===== src/rtl/stsm_pkg.sv =====
// Shared types and constants for the steepest tangent slope map.
// Used by the divider cell, the square-root cell and the top level.
package stsm_pkg;

   localparam int MAX_ROWS   = 64;
   localparam int MAX_COLS   = 64;
   localparam int ROW_W      = 6;
   localparam int COL_W      = 6;
   localparam int PIX_W      = 8;
   localparam int CNT_W      = 7;
   localparam int ADDR_W     = ROW_W + COL_W;
   localparam int STORE_DEPTH = MAX_ROWS * MAX_COLS;
   localparam int NUM_W      = 2 * PIX_W;
   localparam int DEN_W      = 2 * ROW_W + 1;
   localparam int PROD_W     = NUM_W + DEN_W;
   localparam int FRAC_BITS  = 32;
   localparam int QUO_W      = NUM_W + FRAC_BITS;
   localparam int ROOT_W     = QUO_W / 2;
   localparam int SREM_W     = ROOT_W + 2;
   localparam int DIV_STEPS  = QUO_W;
   localparam int SQRT_STEPS = ROOT_W;
   localparam int CSR_IDX_W  = 2;

   localparam logic [CSR_IDX_W-1:0] CSR_ROW_COUNT = 2'd0;
   localparam logic [CSR_IDX_W-1:0] CSR_COL_COUNT = 2'd1;
   localparam logic OP_LOAD  = 1'b0;
   localparam logic OP_QUERY = 1'b1;

   typedef enum logic [2:0] {
      ST_IDLE,
      ST_CENTRE,
      ST_SCAN,
      ST_FLUSH,
      ST_WAIT,
      ST_OUT
   } state_type;

   typedef struct packed {
      logic              valid;
      logic [ROW_W-1:0]  row;
      logic [COL_W-1:0]  col;
      logic [QUO_W-1:0]  dq;
      logic [DEN_W-1:0]  rem;
      logic [DEN_W-1:0]  den;
   } div_token_type;

   typedef struct packed {
      logic              valid;
      logic [ROW_W-1:0]  row;
      logic [COL_W-1:0]  col;
      logic [QUO_W-1:0]  rad;
      logic [ROOT_W-1:0] root;
      logic [SREM_W-1:0] rem;
   } sqrt_token_type;

endpackage


===== src/rtl/stsm_div_cell.sv =====
// One restoring division step: yields one quotient bit per cell.
// Depends on stsm_pkg.
module stsm_div_cell
   import stsm_pkg::*;
(
   input  logic          clock,
   input  logic          reset,
   input  div_token_type tok_i,
   output div_token_type tok_o
);

   div_token_type  tok_ff;
   div_token_type  tok_in;
   logic [DEN_W:0] r2;
   logic           ge;
   logic [DEN_W:0] diff;

   always_comb begin
      r2     = {tok_i.rem, tok_i.dq[QUO_W-1]};
      ge     = r2 >= {1'b0, tok_i.den};
      diff   = r2 - {1'b0, tok_i.den};
      tok_in = tok_i;
      tok_in.rem = ge ? diff[DEN_W-1:0] : r2[DEN_W-1:0];
      tok_in.dq  = {tok_i.dq[QUO_W-2:0], ge};
   end

   always_ff @(posedge clock) begin
      if (reset) begin
         tok_ff.valid <= 1'b0;
      end else begin
         tok_ff <= tok_in;
      end
   end

   assign tok_o = tok_ff;

endmodule


===== config.mk =====
export PLATFORM = sky130hd
export DESIGN_NAME = stsm_div_cell
export DESIGN_NICKNAME = d
export VERILOG_FILES = /design/src/rtl/stsm_pkg.sv /design/src/rtl/stsm_div_cell.sv
export SDC_FILE = /design/constraint.sdc
export NUM_CORES = 1
export LEC_CHECK = 0
export BUFFER_PORTS_ARGS = -buffer_cell sky130_fd_sc_hd__buf_2
export CORE_ASPECT_RATIO = 0.9
export CORE_MARGIN = 4
export CORE_UTILIZATION = 47
export CTS_BUF_LIST = sky130_fd_sc_hd__clkbuf_4 sky130_fd_sc_hd__clkbuf_8
export DETAILED_ROUTE_END_ITERATION = 10
export GPL_TIMING_DRIVEN = 0
export PLACE_DENSITY = 0.91
export SYNTH_ARGS = -nofsm -noshare
export SYNTH_HDL_FRONTEND = slang
export SYNTH_SLANG_ARGS = --single-unit

===== constraint.sdc =====
create_clock -name clock -period 4 [get_ports clock]
set_clock_uncertainty 0.2 [all_clocks]
set_input_delay 0.8 -clock clock [delete_from_list [all_inputs] [get_ports clock]]
set_output_delay 0.8 -clock clock [all_outputs]
set_load 0.02 [all_outputs]

Yosys cells after proc, flatten, opt, wreduce, memory -nomap -nowiden. Cells that the tools add are included.

Logic and storage cells: 9. Input port bits: 89. Flip-flop bits (word level): 87.

Mux-type cells: 1. $add $sub $neg: 1. Order comparisons: 1.

Operator list (number): >= comparator 14 x 13 -> 1 bit (1); two-way mux 13 bit (1); subtractor 13 bit (1).

Longest topological paths before layout.
Depth after elaboration: 2. Depth in mapped cells: 10. Gate-level depth less buffers: 9.

Worst setup path after synthesis. OpenSTA, ideal clock, no wires.

Kind: input port to flip-flop. Start point: input port tok_i[73] in the netlist's numbering. End point: register tok_ff (netlist bit tok_o[18]), data pin. Arrival: 2694 ps. Library setup time: 260 ps. Stages on the path: 10. Slack: 845 ps. Path buffers: 1. Required time: 3540 ps. Path through: inv_1 ha_1 fa_1 nand2b_1 a21oi_2 o21ai_1 a211oi_1 o32a_2 buf_6 mux2_4.

RTL lines: start: declaration (RTL line stsm_div_cell.sv:8) `input div_token_type tok_i,`; end signal: assignment (RTL line stsm_div_cell.sv:31) `tok_ff <= tok_in;`; end: declaration (RTL line stsm_div_cell.sv:12) `div_token_type tok_ff;`.

==> out/qor.yml <==
power_and_ir_drop:
  leakagePower_uw: 0.00209
  powerDensity_nw_per_um2: 464
  irDropWorstVdd_mv: 0.204
drt:
  drt-total-wl_um: 8880
  vias: 2361
  drc: 0
  firstDrtPassIters: 4
  avgRoutedWirePerCell_um: 18.5
  first_iter_violations: 91
  viasPerCell: 4.91
  antenna_left: 0
timing:
  slew_headroom: 0.621
  hold_viol: 0
  fin_crit_sh: 0.783
  fin_setup_tns_ns: 0
  maxSlewViolCount: 0
  rsz0062_at_grt: "no"
  setup_violations: 0
  period_minus_slack_ns: 3.13
  tightest_slew_ns: 0.564
  timing.final.ws_setup_ns: 0.868
  fmax_mhz: 319
cts:
  htree_levels: 3
  cts_made_buffers: 9
  post_cts_buffers: 0
  root_buffer: "clkbuf_8"
  holdBufCountCts: 0
  cts_buffer_depth: 2
  clock_sinks: 87
  tritoncts: "built"
  cts.clk_slew.worst_paths_ns: 0.10
  post_cts_resized: 0
yosys:
  seq_area_frac_synth: 0.755
  ys_types: 36
  synth.avg_cell_area_um2: 17.6
  synthCells: 196
  syn_nets: 299
  synth_area_um2: 3450
  ys_ff_latch: 87
  ys_warn_count: 0
placement:
  io_buffers: 175
  pre_cts_ws_ns: 0.499
  dp.final_hpwl_um: 6910
  place_inst: 465
  gp_congestion: 0.811
  placed_area_um2: 4470
critical_path:
  critical_path_buf_inv_count: 2
  worstPathMaxFanout: 10
  cp_top_family: "compound AO/OA/AOI/OAI gates"
  max_stage_delay_ns: 0.40
  critPathSlowestCell: "fa_1"
  worstPathCellList: "buf_2, ha_1, fa_1, nand2b_1, a21oi_2, o21ai_1, a211oi_1, o32a_2, buf_6, mux2_4"
  arrival_ns: 3.03
  cp.required_ns: 3.90
  cp-end-kind: "register"
  worst-setup-path-type: "primary input to register"
  crit_path_start_kind: "primary input"
cells_and_area:
  final_common_cell: "buf_2"
  diodes: 0
  drive_gt1_frac: 0.541
  fin_area_um2: 4680
  largest_reg_flops: 87
  nNetsFinal: 486
  finish.cell_count_without_fillers: 481
  final_cell_mix: "buf_2 (175), edfxtp_1 (86), inv_1 (15)"
  area_growth_pct: 35.8
die:
  rows: 29
  dieHeight_um: 89.3
  die-area_um2: 8770
  top_level_ports: 176
  chipWidth_um: 98.3
  fp.coreArea_um2: 7080
  initial_core_util: 0.487
run_status:
  outcome: "finished clean"
global_routing:
  grt_pass1_wl_um: 13000
  grt_usage: 0.197
  grt_max_degree: 71
  grt_pass1_vias: 2412
  gr-total-overflow: 0
  grt_antenna_before_repair: 0
flow_run:
  drv_cap: 0
worst_hold_path:
  hold_path_class: "primary input to register"
==> cell families after synthesis <==
family / synth area share
AO/OA/AOI/OAI: 0.0504
XOR/XNOR: 0.0229
adder cells (fa/ha/maj): 0.0530
buffers and inverters: 0.0207
flip-flops: 0.755
multiplexers: 0.0522
AND/OR/NAND/NOR: 0.0461
==> per-layer routing <==
metal  part of all wire  wire [um]  GRT usage
met1               0.37       3320      0.225
met2               0.52       4610      0.360
met3              0.099        881     0.0679
met4             0.0086         76     0.0509
met5                  0          0          0
==> Yosys cell counts <==
library cell | n | area share
mux2i_1 | 3 | 0.0087
nand2b_1 | 4 | 0.0073
edfxtp_1 | 86 | 0.75
o21ai_0 | 3 | 0.0044
a21oi_1 | 8 | 0.012
o31ai_1 | 1 | 0.0022
nor4_1 | 1 | 0.0018
buf_6 | 1 | 0.0033
ha_1 | 13 | 0.047
nor3_1 | 2 | 0.0029
o211ai_1 | 2 | 0.0044
o32a_2 | 1 | 0.0033
and4b_1 | 1 | 0.0029
nand3b_1 | 1 | 0.0022
fa_1 | 1 | 0.0058
nand4_1 | 1 | 0.0018
nor2b_1 | 3 | 0.0054
mux2_4 | 7 | 0.030
o311ai_0 | 1 | 0.0025
a31oi_1 | 1 | 0.0018
nand2_1 | 4 | 0.0044
nand3_1 | 1 | 0.0014
inv_1 | 16 | 0.017
a21o_1 | 1 | 0.0022
or3_1 | 1 | 0.0018
a211oi_4 | 1 | 0.0058
and4_1 | 1 | 0.0025
xnor2_1 | 4 | 0.010
xor2_1 | 5 | 0.013
dfxtp_1 | 1 | 0.0058
o21ai_1 | 2 | 0.0029
or2_2 | 1 | 0.0018
nor2_1 | 9 | 0.0098
a211oi_1 | 2 | 0.0044
mux2_2 | 4 | 0.013
a21oi_2 | 2 | 0.0051
==> final cells by class <==
class	count	area [um2]
plain buffers	1	11.3
fillers	522	2390
repair buffers	176	903
flip-flops and latches	87	2600
inverters	16	62.6
clock inverters	7	90.1
well taps	93	116
multi-input cells	92	774
clock buffers	9	124
==> per-stage QoR <==
step	utilization	hold slack (ns)	total power, uW
floorplan	-	0.672	1390
global placement	0.628	0.771	1540
detailed placement	0.632	0.779	1560
CTS	0.662	0.406	2190
global route	0.662	0.386	2270
finish	0.662	0.420	2180
==> worst paths after layout <==
path	startpoint	to	slack, ns	depth (start not counted)
setup / recovery	tok_i[0]	tok_o[20]	0.87	10
hold / removal	tok_i[26]	tok_o[27]	0.42	1
==> report_power, final <==
| part | internal [uW] | total [uW] | switching, uW | leakage (uW) |
|---|---|---|---|---|
| sequential | 1100 | 1120 | 20.4 | 0.000850 |
| clock | 303 | 645 | 342 | 0.000101 |
| combinational | 165 | 413 | 248 | 0.00114 |
Note: power is estimated with default switching activity, not from simulation.
