===== config.mk =====
export PLATFORM = sky130hd
export DESIGN_NAME = stsm_sqrt_cell
export DESIGN_NICKNAME = d
export VERILOG_FILES = /design/src/rtl/stsm_pkg.sv /design/src/rtl/stsm_sqrt_cell.sv
export SDC_FILE = /design/constraint.sdc
export NUM_CORES = 1
export LEC_CHECK = 0
export ABC_AREA = 1
export BUFFER_PORTS_ARGS = -buffer_cell sky130_fd_sc_hd__buf_2
export CAP_MARGIN = 20
export CORE_MARGIN = 2
export CORE_UTILIZATION = 50
export DETAILED_ROUTE_END_ITERATION = 12
export PLACE_DENSITY = 0.82
export SYNTH_ARGS = -nofsm -noshare
export SYNTH_HDL_FRONTEND = slang
export SYNTH_SLANG_ARGS = --single-unit

===== constraint.sdc =====
create_clock -name clock -period 4.84 [get_ports clock]
set_input_delay 0.968 -clock clock [delete_from_list [all_inputs] [get_ports clock]]
set_output_delay 0.968 -clock clock [all_outputs]
set_load 0.005 [all_outputs]

===== src/rtl/stsm_pkg.sv =====
// Shared types and constants for the steepest tangent slope map.
// Used by the divider cell, the square-root cell and the top level.
package stsm_pkg;

   localparam int MAX_ROWS   = 64;
   localparam int MAX_COLS   = 64;
   localparam int ROW_W      = 6;
   localparam int COL_W      = 6;
   localparam int PIX_W      = 8;
   localparam int CNT_W      = 7;
   localparam int ADDR_W     = ROW_W + COL_W;
   localparam int STORE_DEPTH = MAX_ROWS * MAX_COLS;
   localparam int NUM_W      = 2 * PIX_W;
   localparam int DEN_W      = 2 * ROW_W + 1;
   localparam int PROD_W     = NUM_W + DEN_W;
   localparam int FRAC_BITS  = 32;
   localparam int QUO_W      = NUM_W + FRAC_BITS;
   localparam int ROOT_W     = QUO_W / 2;
   localparam int SREM_W     = ROOT_W + 2;
   localparam int DIV_STEPS  = QUO_W;
   localparam int SQRT_STEPS = ROOT_W;
   localparam int CSR_IDX_W  = 2;

   localparam logic [CSR_IDX_W-1:0] CSR_ROW_COUNT = 2'd0;
   localparam logic [CSR_IDX_W-1:0] CSR_COL_COUNT = 2'd1;
   localparam logic OP_LOAD  = 1'b0;
   localparam logic OP_QUERY = 1'b1;

   typedef enum logic [2:0] {
      ST_IDLE,
      ST_CENTRE,
      ST_SCAN,
      ST_FLUSH,
      ST_WAIT,
      ST_OUT
   } state_type;

   typedef struct packed {
      logic              valid;
      logic [ROW_W-1:0]  row;
      logic [COL_W-1:0]  col;
      logic [QUO_W-1:0]  dq;
      logic [DEN_W-1:0]  rem;
      logic [DEN_W-1:0]  den;
   } div_token_type;

   typedef struct packed {
      logic              valid;
      logic [ROW_W-1:0]  row;
      logic [COL_W-1:0]  col;
      logic [QUO_W-1:0]  rad;
      logic [ROOT_W-1:0] root;
      logic [SREM_W-1:0] rem;
   } sqrt_token_type;

endpackage


===== src/rtl/stsm_sqrt_cell.sv =====
// One restoring square-root step: yields one root bit per cell.
// Depends on stsm_pkg.
module stsm_sqrt_cell
   import stsm_pkg::*;
(
   input  logic           clock,
   input  logic           reset,
   input  sqrt_token_type tok_i,
   output sqrt_token_type tok_o
);

   sqrt_token_type  tok_ff;
   sqrt_token_type  tok_in;
   logic [SREM_W+1:0] r4;
   logic [SREM_W+1:0] trial;
   logic              ge;
   logic [SREM_W+1:0] diff;

   always_comb begin
      r4     = {tok_i.rem, tok_i.rad[QUO_W-1 -: 2]};
      trial  = {2'b00, tok_i.root, 2'b01};
      ge     = r4 >= trial;
      diff   = r4 - trial;
      tok_in = tok_i;
      tok_in.rem  = ge ? diff[SREM_W-1:0] : r4[SREM_W-1:0];
      tok_in.root = {tok_i.root[ROOT_W-2:0], ge};
      tok_in.rad  = {tok_i.rad[QUO_W-3:0], 2'b00};
   end

   always_ff @(posedge clock) begin
      if (reset) begin
         tok_ff.valid <= 1'b0;
      end else begin
         tok_ff <= tok_in;
      end
   end

   assign tok_o = tok_ff;

endmodule


# Word-level counts from Yosys, hierarchy flattened
# Cells that the tools add are included.
# word_totals
regBits,109
input_bits,113
elab_cells,9
# classes
add_sub_neg,1
order_cmp,1
n_mux,1
# op_table
operator,count
28-bit by 26-bit >= comparator with 1-bit output,1
26-bit 2-to-1 mux,1
26-bit subtractor,1

# Logic depth before layout (Yosys ltp)
# Gate-level depths: netlist of the first run.
# depth
word_depth,2
mapped_depth,14
mapped_depth_nobuf,13

# Worst setup path before layout of the first run
# No wires, ideal clock.
# synth_path
path_kind,input-to-reg
startpoint,in reset
endpoint,reg tok_ff (netlist bit tok_o[0]) (enable)
setup_time_ns,0.461
arrival_ns,3.056
slack_ns,1.324
path_stages,1
n_path_buf,0
path_cell_list,inv_1
# synth_lines
element,line_no,text
"start, declared",stsm_sqrt_cell.sv:7,"input logic reset,"
"end signal, assigned",stsm_sqrt_cell.sv:34,tok_ff <= tok_in;
"end, declared",stsm_sqrt_cell.sv:12,sqrt_token_type tok_ff;
# No word-level cell between the ends.

==> results.sh, run 1 <==
export IMPL_power_total_mw=2.36
export IMPL_place_gp_congestion=0.916
export IMPL_path_delay_family="simple AND/OR/NAND/NOR gates"
export IMPL_maxCapViolations=0
export IMPL_synthTopCellsByCount="207 x nand2_1, 128 x inv_1, 108 x edfxtp_1"
export IMPL_grt_max_degree=76
export IMPL_hold_end="tok_o[88]"
export IMPL_overflow=0
export IMPL_critPathMaxStageDelay_ns=0.71
export IMPL_drv_slew=0
export IMPL_fin_tns_setup_ns=0
export IMPL_place_hpwl_mm=12.0
export IMPL_syn_area_um2=5700
export IMPL_ys_seq_elements=109
export IMPL_antenna_found_initial=0
export IMPL_netSwitchingFraction_pct=28.2
export IMPL_grt_pass1_wl_mm=24.1
export IMPL_diodes=0
export IMPL_final_net_count=983
export IMPL_ctsLongestPathBuffers=2
export IMPL_synth_area_leaders="edfxtp_1 57%, nand2_1 14%, inv_1 8.4%, ha_1 5.7%, nand3_1 2.5%"
export IMPL_period_share_pct=69.3
export IMPL_yosysMostFrequentCell="nand2_1"
export IMPL_p_switching_mw=0.666
export IMPL_slowest_stage="nand3_2"
export IMPL_cellInternalPower_mw=1.70
export IMPL_max_vdd_ir_drop_mv=0.410
export IMPL_leakage_nw=3.78
export IMPL_drt_initial_drc_count=345
export IMPL_synth_async_reset_ratio_pct=0
export IMPL_worstSetupPathType="input port to register"
export IMPL_clock_sinks=109
export IMPL_timing_final_ws_setup_ns=1.48
export IMPL_ys_warn_count=0
export IMPL_synth_seq_area_share_pct=57.2
export IMPL_vias_per_cell=4.89
export IMPL_grt_pass1_vias=4733
export IMPL_combinationalPowerShare_pct=19.2
export IMPL_cts_root_buf="clkbuf_16"
export IMPL_place_ws_ns=1.15
export IMPL_synthFlopType="edfxtp_1"
export IMPL_cp_max_fo=38
export IMPL_routed_wl_mm=15.2
export IMPL_drive_above_1_share_pct=29.7
export IMPL_drtPass1Iterations=5
export IMPL_required_ns=4.95
export IMPL_seqPwrFrac_pct=49.3
export IMPL_synth_edf_count=108
export IMPL_synthCells=619
export IMPL_slew_headroom_pct=39.9
export IMPL_hold_depth=1
export IMPL_areaGrowthSynthToFinish_pct=26.9
export IMPL_power_density_nw_per_um2=327
export IMPL_dieWidth_um=111
export IMPL_die_area_um2=12300
export IMPL_status="finished, final reports clean"
export IMPL_cts_hold_buffers=0
export IMPL_cts_made_buffers=9
export IMPL_path_common_cell="nand2_1"
export IMPL_drtAntennaViolNets=0
export IMPL_drc_errors=0
export IMPL_hp_start="tok_i[86]"
export IMPL_htree_levels=3
export IMPL_synth_top_area_cell="edfxtp_1"
export IMPL_grt_usage_pct=24.9
export IMPL_io_buffers=221
export IMPL_pin_count=224
export IMPL_dieHeight_um=111
export IMPL_synth_area_per_cell_um2=9.21
export IMPL_cp_startpoint="tok_i[17]"
export IMPL_end_kind="register"
export IMPL_synthDominantCellAreaShare_pct=56.9
export IMPL_rows=38
export IMPL_timing_fmax_mhz=298
export IMPL_min_period_ns=3.36
export IMPL_hold_viol=0
export IMPL_worstHoldPathType="input port to register"
export IMPL_rsz0062_at_grt="no"
export IMPL_worstMarginPinSlew_ns=0.901
export IMPL_cts_tree="done"
export IMPL_core_area_um2=11000
export IMPL_initial_utilization_pct=51.9
export IMPL_cp_arrival_ns=3.46
export IMPL_vias=4839
export IMPL_yosysUniqueCellTypes=31
export IMPL_cp_cell_sequence="buf_2 -> ha_1 -> nand2_1 -> inv_1 -> nand2_1 -> nand2_1 -> clkinv_1 -> nand2_1 -> a21oi_4 -> nand3_2 -> nand3_1 -> nand2_1"
export IMPL_wl_per_cell_um=15.3
export IMPL_crit_buf_inv=3
export IMPL_cts_resized=0
export IMPL_p_clk_share_pct=31.5
export IMPL_worstSetupStartpointType="input port"
export IMPL_largest_reg_flops=109
export IMPL_path_clk_slew_ns=0.08
export IMPL_setup_violations=0
export IMPL_post_cts_setup_buffers=0
[cell type report]
type                            instances  area (um2)
Tap cell                              140         175
Fill cell                             917        3750
Timing Repair Buffer                  222        1110
Sequential cell                       109        3260
Multi-Input combinational cell        370        1880
Inverter                              132         498
Clock inverter                          7        78.8
Clock buffer                            9         225
[cell families (layout without fill, tap and decap cells)]
logic type	Yosys count	count (layout)	share of synthesized area (%)
xor gates and xnor gates	12	12	1.84
adders and majority gates	26	26	5.71
other	1	2	0.0658
AOI/OAI and AO/OA	28	28	2.74
buffers and inverters	141	370	9.83
and+or+nand+nor	302	302	22.6
DFF	109	109	57.2
[cell usage in the layout, fill, tap and decap left out, types with 6 or more instances in the layout]
| cell | Yosys | layout |
|---|---|---|
| ha_1 | 26 | 26 |
| a21oi_1 | 12 | 12 |
| nand4_1 | 22 | 22 |
| o21ai_1 | 11 | 11 |
| clkbuf_16 | 0 | 9 |
| edfxtp_1 | 108 | 108 |
| nand3b_1 | 6 | 6 |
| inv_1 | 128 | 127 |
| nor2_1 | 27 | 27 |
| nand2_1 | 207 | 207 |
| nand3_1 | 28 | 28 |
| xor2_1 | 11 | 11 |
| buf_2 | 1 | 221 |
[stage by stage]
stage	cells	utilization, %	instance area, um2	hold WS, ns
2_1_floorplan	620	-	5710	1.04
3_3_place_gp	973	63.1	6930	1.14
3_5_place_dp	973	63.1	6930	1.15
4_1_cts	989	65.9	7240	0.778
5_1_grt	989	65.9	7240	0.772
6_report	989	65.9	7240	0.786
[power by group through the flow]
stage          clock network (mW)  registers (mW)  logic, mW
2_1_floorplan                   0            1.21      0.234
3_3_place_gp                    0            1.18      0.444
3_5_place_dp                    0            1.19      0.452
4_1_cts                     0.754            1.17      0.455
5_1_grt                     0.787            1.17      0.511
6_report                    0.745            1.17      0.453
[metal layers]
layer / up-vias / track usage, % / part of all wire [%]
met4: 0 / 7.25 / 2.0
li1: 2426 / - / -
met3: 27 / 5.52 / 7.2
met5: - / 0 / 0
met2: 181 / 43.8 / 49
met1: 2205 / 30.7 / 41
[worst max path at each step]
stage	endpoint	slack (ns)	depth (start not counted)
after floorplan	tok_o[0]	1.32	1
after global placement	tok_o[17]	1.19	12
after detailed placement	tok_o[17]	1.15	12
after CTS	tok_o[17]	1.51	12
after global routing	tok_o[17]	1.17	13
final	tok_o[25]	1.48	12
(Power assumes the default switching activity.)
==> run 2, diff against run 1 <==
CORE_UTILIZATION = 49   (was 50)
PLACE_DENSITY = 0.8   (was 0.82)
clock period = 3.4 ns   (was 4.84 ns; I/O delays follow)
==> results.sh, run 2 (synthesized netlist as in run 1, its figures left out) <==
export IMPL_status="finished, final reports clean"
export IMPL_period_share_pct=64.6
export IMPL_rows=39
export IMPL_ctsLongestPathBuffers=2
export IMPL_routed_wl_mm=15.4
export IMPL_place_gp_congestion=0.943
export IMPL_end_kind="register"
export IMPL_cp_arrival_ns=2.30
export IMPL_min_period_ns=2.20
export IMPL_slowest_stage="ha_1"
export IMPL_dieWidth_um=112
export IMPL_pin_count=224
export IMPL_power_density_nw_per_um2=455
export IMPL_cp_max_fo=17
export IMPL_cts_hold_buffers=0
export IMPL_required_ns=3.50
export IMPL_worstSetupStartpointType="input port"
export IMPL_p_clk_share_pct=30.2
export IMPL_final_net_count=989
export IMPL_timing_fmax_mhz=455
export IMPL_grt_pass1_wl_mm=23.8
export IMPL_multiInputGateArea_um2=1880
export IMPL_overflow=0
export IMPL_drv_slew=0
export IMPL_maxCapViolations=0
export IMPL_cts_root_buf="clkbuf_16"
export IMPL_drc_errors=0
export IMPL_placed_area_um2=6990
export IMPL_combinationalPowerShare_pct=19.7
export IMPL_fill_cells=952
export IMPL_worstHoldPathType="input port to register"
export IMPL_path_common_cell="nand2_1"
export IMPL_whs_ns=0.501
export IMPL_drt_initial_drc_count=342
export IMPL_seq_area_um2=3260
export IMPL_cp_cell_sequence="buf_2 -> inv_1 -> ha_1 -> nand2_1 -> inv_1 -> nand2_1 -> nand2_1 -> inv_1 -> nand3_1 -> nand2_2 -> nand3_2 -> buf_4 -> nand3_1 -> nand2_1"
export IMPL_netSwitchingFraction_pct=27.4
export IMPL_cellInternalPower_mw=2.41
export IMPL_leakage_nw=3.80
export IMPL_vias=4857
export IMPL_die_area_um2=12500
export IMPL_final_common_cell="buf_2"
export IMPL_finalInstanceArea_um2=7280
export IMPL_grt_usage_pct=24.6
export IMPL_cts_tree="done"
export IMPL_clock_sinks=109
export IMPL_areaGrowthSynthToFinish_pct=27.6
export IMPL_drtAntennaViolNets=0
export IMPL_cts_resized=0
export IMPL_grt_max_degree=75
export IMPL_fin_tns_setup_ns=0
export IMPL_place_hpwl_mm=12.2
export IMPL_core_area_um2=11400
export IMPL_seqPwrFrac_pct=50.1
export IMPL_drtPass1Iterations=5
export IMPL_largest_reg_flops=109
export IMPL_io_buffers=221
export IMPL_cts_made_buffers=9
export IMPL_hold_viol=0
export IMPL_htree_levels=3
export IMPL_critPathMaxStageDelay_ns=0.32
export IMPL_max_vdd_ir_drop_mv=0.323
export IMPL_post_cts_setup_buffers=0
export IMPL_final_cell_mix="221 x buf_2, 207 x nand2_1, 127 x inv_1"
export IMPL_rsz0062_at_grt="no"
export IMPL_dieHeight_um=112
export IMPL_wl_per_cell_um=15.4
export IMPL_place_ws_ns=0.860
export IMPL_vias_per_cell=4.86
export IMPL_drive_above_1_share_pct=30.1
export IMPL_worstSetupPathType="input port to register"
export IMPL_initial_utilization_pct=50.1
export IMPL_grt_pass1_vias=4717
export IMPL_timing_final_ws_setup_ns=1.20
export IMPL_path_clk_slew_ns=0.07
export IMPL_antenna_found_initial=2
export IMPL_p_switching_mw=0.908
export IMPL_setup_violations=0
-- run 2: cell types whose count changed in the layout (fill, tap and decap cells not counted), sizes merged --
cell / change
buf: +6
clkinv: -1
diode: +1
inv: +1
-- run 2: worst max-delay path: cells and delay by family --
family                     cells  cell delay, ns
buffers and inverters          5            0.49
adders and majority gates      1            0.32
and+or+nand+nor                8            0.80
-- run 2: final timing paths --
check / depth (start not counted) / slack (ns) / from / to
hold / removal: 1 / 0.50 / tok_i[63] / tok_o[65]
setup / recovery: 14 / 1.20 / tok_i[35] / tok_o[16]
-- run 2: metrics by stage --
step                      instances  total power, mW  utilization [%]
after floorplan                 620             2.05                -
after global placement          982             2.33             61.5
after detailed placement        982             2.34             61.5
after CTS                       998             3.34             64.0
after global routing            999             3.48             64.0
final                           999             3.31             64.0
-- run 2: layer usage --
layer	track usage (%)	vias up	routed length [um]
li1	-	2442	-
met1	29.0	2193	6180
met2	41.9	188	7560
met3	8.49	32	1230
met4	8.64	2	394
met5	0	-	13
-- run 2: power groups by stage --
stage	clock network [mW]	logic [mW]	registers [mW]
floorplan	0	0.334	1.72
global placement	0	0.640	1.69
detailed placement	0	0.653	1.69
CTS	1.03	0.656	1.66
global route	1.07	0.735	1.67
finish	1.00	0.653	1.66
-- run 2: final cells by class --
type | count | area share, %
Timing Repair Buffer | 228 | 16.1
Sequential cell | 109 | 44.8
Antenna cell | 1 | 0.0344
Inverter | 132 | 6.84
Clock inverter | 7 | 0.774
Tap cell | 143 | 2.46
Multi-Input combinational cell | 370 | 25.9
Clock buffer | 9 | 3.09
